### src/design/sbps_mem.sv
`default_nettype none
module sbps_mem #(
  parameter int Depth = 64,
  parameter int Width = 40
) (
  input  wire                      clk,
  input  wire                      we,
  input  wire [$clog2(Depth)-1:0]  waddr,
  input  wire [Width-1:0]          wdata,
  input  wire [$clog2(Depth)-1:0]  raddr,
  output logic [Width-1:0]         rdata
);
  logic [Width-1:0] mem [Depth];

  // One write port and one registered read port.
  always_ff @(posedge clk) begin
    if (we) begin
      mem[waddr] <= wdata;
    end
    rdata <= mem[raddr];
  end
endmodule
`default_nettype wire

### config.mk
export PLATFORM = sky130hd
export DESIGN_NAME = sbps_mem
export DESIGN_NICKNAME = d
export VERILOG_FILES = /design/src/design/sbps_mem.sv
export SDC_FILE = /design/constraint.sdc
export NUM_CORES = 2
export LEC_CHECK = 0
export BUFFER_PORTS_ARGS = -buffer_cell sky130_fd_sc_hd__buf_2
export CAP_MARGIN = 20
export CORE_ASPECT_RATIO = 1.75
export CORE_MARGIN = 2
export CORE_UTILIZATION = 60
export CTS_CLUSTER_SIZE = 40
export DETAILED_ROUTE_END_ITERATION = 10
export GPL_ROUTABILITY_DRIVEN = 1
export GPL_TIMING_DRIVEN = 1
export PLACE_DENSITY = 0.76
export SYNTH_ARGS = -nofsm -noshare
export SYNTH_HDL_FRONTEND = slang
export SYNTH_SLANG_ARGS = --single-unit
### constraint.sdc
create_clock -name clk -period 5 [get_ports clk]
set_clock_uncertainty 0.15 [all_clocks]
set_input_delay 0.25 -clock clk [delete_from_list [all_inputs] [get_ports clk]]
set_output_delay 0.25 -clock clk [all_outputs]
set_load 0.1 [all_outputs]
==> run metrics <==
sw frac=0.2161; post-synth top area share=0.7857; initial antenna violation count=13; largest area contributor in the netlist=edfxtp_1; compound-cell area share of the yosys netlist=0.02677; final setup margin=around 2.0 ns; Synth cell types=36; Startpoint Class=primary input; Sequential Power Share=0.560; mean area per synthesized cell=approximately 23 um2; share of layout cells above drive strength 1=0.2837; Initial Util=0.6026; xor and xnor area share after synthesis=0; synth warn=0; status=complete, no violations; Clock transition at path regs=approximately 0.070 ns; pre-CTS setup slack=~1.4 ns; DR vias/cell=a little under 7; clock tree from TritonCTS=done; mux share of post-synthesis cell area=0.1559; CTS max path bufs=4; Core ar.=roughly 160000 um2; DR vias=around 47000; PD cells=a little under 400 nW/um2; DRT Wirelength=242500 um; min Tclk post-route=roughly 3.0 ns; clock tree sinks=between 2000 and 3000; Post-synth top cells=edfxtp_1 (2560), mux4_2 (608), o22ai_1 (143); slowest cell on the critical path=nor2_4; post-synthesis adder-cell area fraction=0; Port Buffer Count=93; Setup TNS=0 ns; Critical Path AT=3.34 ns; max-slew headroom at the worst pin=0.1901; largest family of logic cells by synthesized area=multiplexers; IO Count=94; Area Growth Syn to Fin=12.10%; Worst-Margin Slew=~1.2 ns; DP HPWL=around 140000 um; number of flops mapped to enable cells by yosys=about 2600; WP data required=around 5.3 ns; P_sw=a little over 9 mW; cell internal pwr=33.92 mW; Clk pwr share=0.381; DR DRC count=0; P_leak=between 30 and 40 nW; gr ovfl total=0; highest clock rate=330.1 MHz; TritonCTS Buffers=about 210; Final Hold Violating Endpoints=0; CP endpoint kind=flip-flop; CP peak stage delay=between 0.8 and 0.9 ns; Worst VDD drop=~0.00032 V; Max Slew Vio Count=0; Max-cap violations=0; ys async rst share=0; Post-Synth Simple-Gate Area=0.01076; clk root buf=clkbuf_16; Die Width=~310 um; synthesized cell area=between 90000 and 100000 um2; WL/cell=35.30 um; Die Ht=approximately 540 um; placed cell count=6402; cell family with most CP delay=simple AND/OR/NAND/NOR gates; CP cell instances=dlygate4sd3_1 > buf_2 > nor2b_1 > nand3_1 > nor2_4 > buf_4; number of buffers added for setup after CTS=0; cells on worst reg2reg path=4; drt first-iter violations=roughly 6500; Row Count=~200; vias in the first global route=about 48000; Logic pwr share=0.059; first-pass GRT wire length=roughly 340000 um; remaining antenna violation count after routing=0; largest net degree at the start of global routing=116; Die ar.=166400 um2; All-Layer GR Usage=0.2934; H-tree Lvls=4; Final Setup Violations=0; dominant synthesized flop cell=edfxtp_1; final hold slack=0.06473 ns; worst hold stages=4; fin cells=approximately 6900; router iterations before antenna repair=6; clk_lat worst skew=0.86 ns; min-delay worst type=in2reg; syn_nets=around 4200; RSZ-0062 raised after global routing=no; Buf+Inv Stages, Crit Path=3; gp weighted congestion=between 0.8 and 0.9; main area contributors after synthesis=edfxtp_1 (79%), mux4_2 (14%), mux2i_1 (1.2%); Design Power=~43 mW; sequential-to-total area share from yosys stat=0.7939; CP max FO=23; Mapped Cells=~4200; post-synthesis register bit count=2600; logic depth of the worst path, buffers included=6; Crit Path Class=in2reg; most common cell in the netlist=edfxtp_1; post-layout net count=~4600; period utilisation layout=0.6060
[state kept, by name, summed over array words and instances, names as in the netlist]
| register | count |
|---|---|
| mem | 2560 |
| rdata | 40 |
[routing by layer]
| layer | global-route usage | vias up | routed length, um |
|---|---|---|---|
| met1 | 0.3665 | 24848 | 79070 |
| met2 | 0.5100 | 3232 | 128000 |
| met4 | 0.1278 | 10 | 11170 |
| met5 | 0 | - | 117 |
| li1 | - | 18657 | - |
| met3 | 0.04857 | 625 | 24130 |
[worst reg2reg max path, delay by kind of cell, from the launching register on]
family             cells  cell delay [ns]
DFF                    1             0.35
and+or+nand+nor        1             1.06
AOI/OAI and AO/OA      2             0.41
muxes                  1             0.25
[final timing paths]
path | from | to | slack (ns)
worst min-delay path | raddr[2] | rdata[31] | 0.06
worst max register to register | mem[14][35] | rdata[35] | 2.71
worst min register to register | mem[7][21] | rdata[21] | 0.69
worst max-delay path | waddr[2] | mem[3][1] | 1.97
[cell type report]
type | instances | area (um2)
tap | 2178 | 2725
clock buffer | 258 | 5573
clock inverter | 125 | 1146
fill | 9531 | 52670
antenna | 7 | 17.52
timing repair buffer | 345 | 3117
multi-input combinational | 1357 | 19420
sequential | 2600 | 77670
[stage by stage]
step | util | cell area (um2)
finish | 0.6756 | 109700
global route | 0.6755 | 109700
CTS | 0.6697 | 108700
detailed placement | 0.6275 | 101900
global placement | 0.6267 | 101800
floorplan | - | 97840
[repair_timing]
| action | in CTS | in global routing |
|---|---|---|
| endpoints found under the hold margin | 608 | 1705 |
| resized for setup | 0 | 0 |
| hold buffers | 14 | 29 |
[cell usage in the layout, fill, tap and decap left out, types with 26 or more instances in the layout]
master	count
nor4_1	32
clkbuf_1	41
o221ai_1	42
mux2_2	38
a221oi_1	34
clkinv_2	46
nor2_4	62
buf_4	147
nor2_1	35
clkbuf_16	216
a21oi_1	68
edfxtp_1	2560
buf_12	46
mux4_2	608
o22ai_1	143
o22a_1	26
mux2i_1	113
dlygate4sd3_1	43
clkinv_1	38
dfxtp_1	40
buf_2	100
[cell families (layout without fill, tap and decap cells)]
kind of cell | Yosys count | count (layout)
other | 0 | 7
DFF | 2600 | 2600
buffers and inverters | 238 | 728
AOI/OAI and AO/OA | 383 | 383
and+or+nand+nor | 215 | 215
muxes | 759 | 759
[power by group through the flow]
stage	sequential, mW	combinational (mW)	clock, mW
after global placement	24.7	2.37	0
final	24.2	2.56	16.5
after floorplan	25.0	1.14	0
after CTS	24.2	2.47	16.6
after detailed placement	24.7	2.43	0
after global routing	24.2	2.67	17.2
(Power assumes the default switching activity.)
