**src/design/sbps_pkg.sv**
```systemverilog
`default_nettype none
package sbps_pkg;
  localparam int DefMaxTerms = 64;
  localparam int DefExpBits  = 4;
  localparam int CoefW  = 32;
  localparam int ExpW   = 4;
  localparam int CoordW = 16;
  localparam int ValW   = 48;
  localparam int CountW = 7;

  localparam logic OP_INSERT = 1'b0;
  localparam logic OP_EVAL   = 1'b1;

  localparam logic signed [ValW-1:0] ValMax = {1'b0, {(ValW-1){1'b1}}};
  localparam logic signed [ValW-1:0] ValMin = {1'b1, {(ValW-1){1'b0}}};

  // Result of one Q3.12 multiply step.
  typedef struct packed {
    logic signed [ValW-1:0] t;
    logic                   sat;
  } mul_res_t;
endpackage
`default_nettype wire

```
**src/design/sbps_mul.sv**
```systemverilog
`default_nettype none
module sbps_mul (
  input  wire                                  clk,
  input  wire signed [sbps_pkg::ValW-1:0]      t,
  input  wire signed [sbps_pkg::CoordW-1:0]    v,
  output sbps_pkg::mul_res_t                   res
);
  import sbps_pkg::*;
  // 48 x 16 product is split into two halves, each below 32 x 32.
  logic signed [ValW+CoordW-1:0] prod_lo, prod_hi;
  logic signed [ValW+CoordW:0]   sum;
  logic signed [ValW+CoordW-12:0] q;

  // Stage one: partial products registered.
  always_ff @(posedge clk) begin
    prod_lo <= $signed({1'b0, t[23:0]}) * v;
    prod_hi <= (ValW+CoordW)'($signed(t[ValW-1:24]) * v) <<< 24;
  end

  // Stage two: round half up, shift, saturate (registered in caller).
  always_comb begin
    sum = (ValW+CoordW+1)'(prod_lo) + (ValW+CoordW+1)'(prod_hi) + 2048;
    q   = sum[ValW+CoordW:12];
    res.sat = 1'b0;
    res.t   = q[ValW-1:0];
    if (q > $signed((ValW+CoordW-11)'(ValMax))) begin
      res.t = ValMax; res.sat = 1'b1;
    end else if (q < $signed((ValW+CoordW-11)'(ValMin))) begin
      res.t = ValMin; res.sat = 1'b1;
    end
  end
endmodule
`default_nettype wire

```
**config.mk**
```make
export PLATFORM = sky130hd
export DESIGN_NAME = sbps_mul
export DESIGN_NICKNAME = d
export VERILOG_FILES = /design/src/design/sbps_pkg.sv /design/src/design/sbps_mul.sv
export SDC_FILE = /design/constraint.sdc
export NUM_CORES = 2
export LEC_CHECK = 0
export BUFFER_PORTS_ARGS = -buffer_cell sky130_fd_sc_hd__buf_2
export CAP_MARGIN = 40
export CORE_MARGIN = 5
export CORE_UTILIZATION = 60
export DETAILED_ROUTE_END_ITERATION = 10
export PLACE_DENSITY = 0.86
export SLEW_MARGIN = 5
export SYNTH_ARGS = -nofsm -noshare
export SYNTH_HDL_FRONTEND = slang
export SYNTH_SLANG_ARGS = --single-unit
```
**constraint.sdc**
```tcl
create_clock -name clk -period 8.2 [get_ports clk]
set_input_delay 0.82 -clock clk [delete_from_list [all_inputs] [get_ports clk]]
set_output_delay 0.82 -clock clk [all_outputs]
set_load 0.03 [all_outputs]
```
==> results.md <==
- Post-CTS timing repair inserted 0 buffers for setup.
- The net count after synthesis is 4470.
- The run finished with clean final reports.
- Fill cells in the final layout number 3951.
- The TritonCTS sink count is 70.
- The worst setup path is captured at a flop.
- The total of endpoints with negative setup slack in the final report is 0.
- Sorting the synthesized cells by area gives the leading types as fa_1 45%, ha_1 11%, inv_1 10%.
- Routability-driven placement finished with a final weighted congestion of 0.945.
- The via count of the first global-routing pass is 25800.
- The async set-or-reset flop fraction in the synthesized netlist is 0%.
- In this run, post-CTS repair resized a total of 0 instances.
- Among all flip-flop cells after synthesis, the most frequent one is dfxtp_1.
- The register bit count reported by yosys is 70.
- The number of different library cells used by synthesis comes to 79.
- The sum of negative setup slack is 0 ns.
- The post-synthesis cell count is 3452.
- The count of final hold-check violations is 0.
- The clock root buffer is clkbuf_16.
- The worst min-delay path category is in2reg.
- The final critical-path required period is 7.49 ns.
- For the pin with the worst max-slew slack, the measured transition is 0.974 ns.
- The number of DRC markers in iteration 0 is 1723.
- The number of clock buffers added by TritonCTS is 9.
- The count of buffers inserted at the top-level ports is 113.
- After detailed routing, the number of vias per cell comes to 5.60.
- The average instance in the mapped netlist occupies 8.81 µm².
- The number of enable-type register cells in the synthesized netlist is 0.
- The initial antenna violation count was 2.
- The synthesis warning total is 0.
- The part of the cycle the worst path needs is 91.3%.
- In this run the standard cell core region covers 0.0502 mm².
- Entering global routing, the biggest net connects 49 pins.
- The largest fanout on the critical path is 24.
- The remaining antenna violation count is 0.
- Global routing used 28.2% of the available tracks across all layers.
- The critical path in this run is classified as in2reg.
- The CTS tree is yes.
- The die is 235 µm tall.
- The iteration count of the initial detailed-routing pass is 6.
- The share of cells above drive strength 1 is 6.35%.
- The first-pass GRT wire length is 127000 µm.
- The floorplan has 82 rows.
- The headroom to the max-slew limit is 34.5%.
- The initial utilization of the core area, before any placement, comes to 60.6%.
- Buffers inserted to repair hold after CTS numbered 0.
- The H-tree generated during clock tree synthesis spans 3 levels.
- Of the synthesized area, sequential elements account for 4.61%.
- The detailed-route wire length per cell is 18.1 µm.
- Clock-pin slew was measured on the worst setup and hold paths at 0.06 ns.
- The DRC violations left is 0.
- The portion of synthesized cell area occupied by the leading cell type is 44.7%.
- By count the netlist is led by 823 x inv_1, 679 x fa_1, 454 x nand2_1, 328 x and2_1, 274 x ha_1.
- Pin placement for this block handled 114 I/O pins.
- The total congestion overflow is 0.
- The number of max-slew violations in the final report is 0.
- Summing over every cut layer, the via total after detailed routing is 23200.
- The count of nets after finishing is 4479.
- The full die area is 0.0553 mm².
- The buffer depth of the longest clock path is 2.
- At the worst endpoint, the arrival time is 7.80 ns.
- The worst setup path is launched from an input port.
- Measured along the x axis, the die boundary spans 235 µm.
- The required time of the worst setup path is 8.52 ns.
- The routed wire length is 74900 µm.
- fa_1 takes more of the synthesized area than any other cell.
- From synthesis to final layout, the design area changed by 4.69%.
- Across the run, the number of max-cap violations was 0.
- Among all cell types in the netlist, the one instantiated most often is inv_1.
- Setup repair after global routing left no endpoint under its margin.
- The maximum achievable frequency is 134 MHz.
- The area of the mapped netlist is 0.0304 mm².
- The HPWL reported at the end of detailed placement is 61500 µm.
-- worst max-delay path: stages --
cell and delay (ns):
buf_2 0.45, buf_4 0.43, nand2_1 0.15, inv_1 0.10
fa_1 0.50, inv_1 0.18, fa_1 0.42, inv_1 0.08
fa_1 0.45, fa_1 0.51, fa_1 0.50, inv_1 0.05
fa_1 0.48, inv_1 0.04, ha_1 0.34, a21o_1 0.18
a21o_1 0.17, a21oi_1 0.20, a21bo_2 0.25, a31oi_1 0.33
o21ai_1 0.18, or3b_2 0.46, a31o_2 0.24, a21oi_1 0.17
xnor2_1 0.13
-- cell type report --
cell class / instances / area, µm² / share of cell area, %
tap: 672 / 841 / 2.64
antenna: 1 / 2.50 / 0.00786
clock inverter: 7 / 95.1 / 0.299
inverter: 824 / 3090 / 9.72
multi-input combinational: 2406 / 25300 / 79.4
timing repair buffer: 150 / 901 / 2.83
clock buffer: 9 / 225 / 0.708
sequential: 70 / 1400 / 4.40
-- cell usage in the layout (no fill, tap or decap), drive strengths merged, types with 2 or more instances in the layout --
| master | netlist | final |
|---|---|---|
| a2111oi | 2 | 2 |
| a211oi | 12 | 12 |
| a21boi | 5 | 5 |
| a21o | 54 | 54 |
| a21oi | 92 | 92 |
| a221oi | 2 | 2 |
| a31oi | 10 | 10 |
| a41oi | 2 | 2 |
| and2 | 329 | 329 |
| and3 | 8 | 8 |
| and4 | 5 | 5 |
| buf | 12 | 150 |
| bufinv | 0 | 2 |
| clkbuf | 140 | 9 |
| clkinv | 1 | 3 |
| dfxtp | 70 | 70 |
| fa | 679 | 679 |
| ha | 274 | 274 |
| inv | 823 | 825 |
| mux2i | 2 | 2 |
| nand2 | 454 | 454 |
| nand2b | 25 | 25 |
| nand3 | 23 | 23 |
| nand3b | 3 | 3 |
| nand4 | 15 | 15 |
| nor2 | 88 | 88 |
| nor2b | 13 | 13 |
| nor3 | 13 | 13 |
| nor4 | 2 | 2 |
| o211ai | 4 | 4 |
| o21a | 17 | 17 |
| o21ai | 96 | 96 |
| o21ba | 2 | 2 |
| o21bai | 17 | 17 |
| o31ai | 6 | 6 |
| or2 | 3 | 3 |
| or3 | 5 | 5 |
| xnor2 | 74 | 74 |
| xor2 | 47 | 47 |
-- metal layers --
metal	share of wire, %	track usage, %	up-vias	wire length (µm)
li1	-	-	10300	-
met1	39	36.7	11500	28900
met2	48	46.6	1183	35700
met3	9.7	6.09	228	7280
met4	4.1	10.6	0	3040
met5	0	0	-	0
-- state kept, by name, indices dropped and copies added (netlist names) --
name / count
prod_hi: 40
prod_lo: 30
-- kinds of logic (layout without fill, tap and decap cells) --
kind of cell             after synthesis  in the layout  share of synthesized area, %
AND/OR/NAND/NOR                      992            992                          16.0
buffers and inverters                976            990                          12.3
adder cells (fa/ha/maj)              953            953                          56.0
AO/OA/AOI/OAI                        338            338                          7.58
XOR/XNOR                             121            121                          3.49
flip-flops                            70             70                          4.61
multiplexers                           2              2                        0.0659
other                                  0              1                             0
-- metrics by stage --
step / utilization, % / cells / cell area, µm² / setup slack, ns / hold WS (ns)
after CTS: 63.4 / 4138 / 31800 / 0.795 / 0.935
after global placement: 62.7 / 4121 / 31500 / 0.527 / 1.36
after floorplan: - / 3452 / 30400 / 0.882 / 0.947
final: 63.4 / 4139 / 31800 / 0.714 / 0.964
after detailed placement: 62.8 / 4122 / 31500 / 0.396 / 1.34
after global routing: 63.4 / 4139 / 31800 / 0.402 / 0.951
-- path summary, 6_finish.rpt --
kind / start / to / slack, ns / depth (start not counted)
max: v[2] / prod_hi[62] / 0.71 / 25
min: t[24] / prod_hi[24] / 0.96 / 2
Power is not shown: default switching activity piles up to over one toggle a cycle in this logic, so the estimate is an artifact.
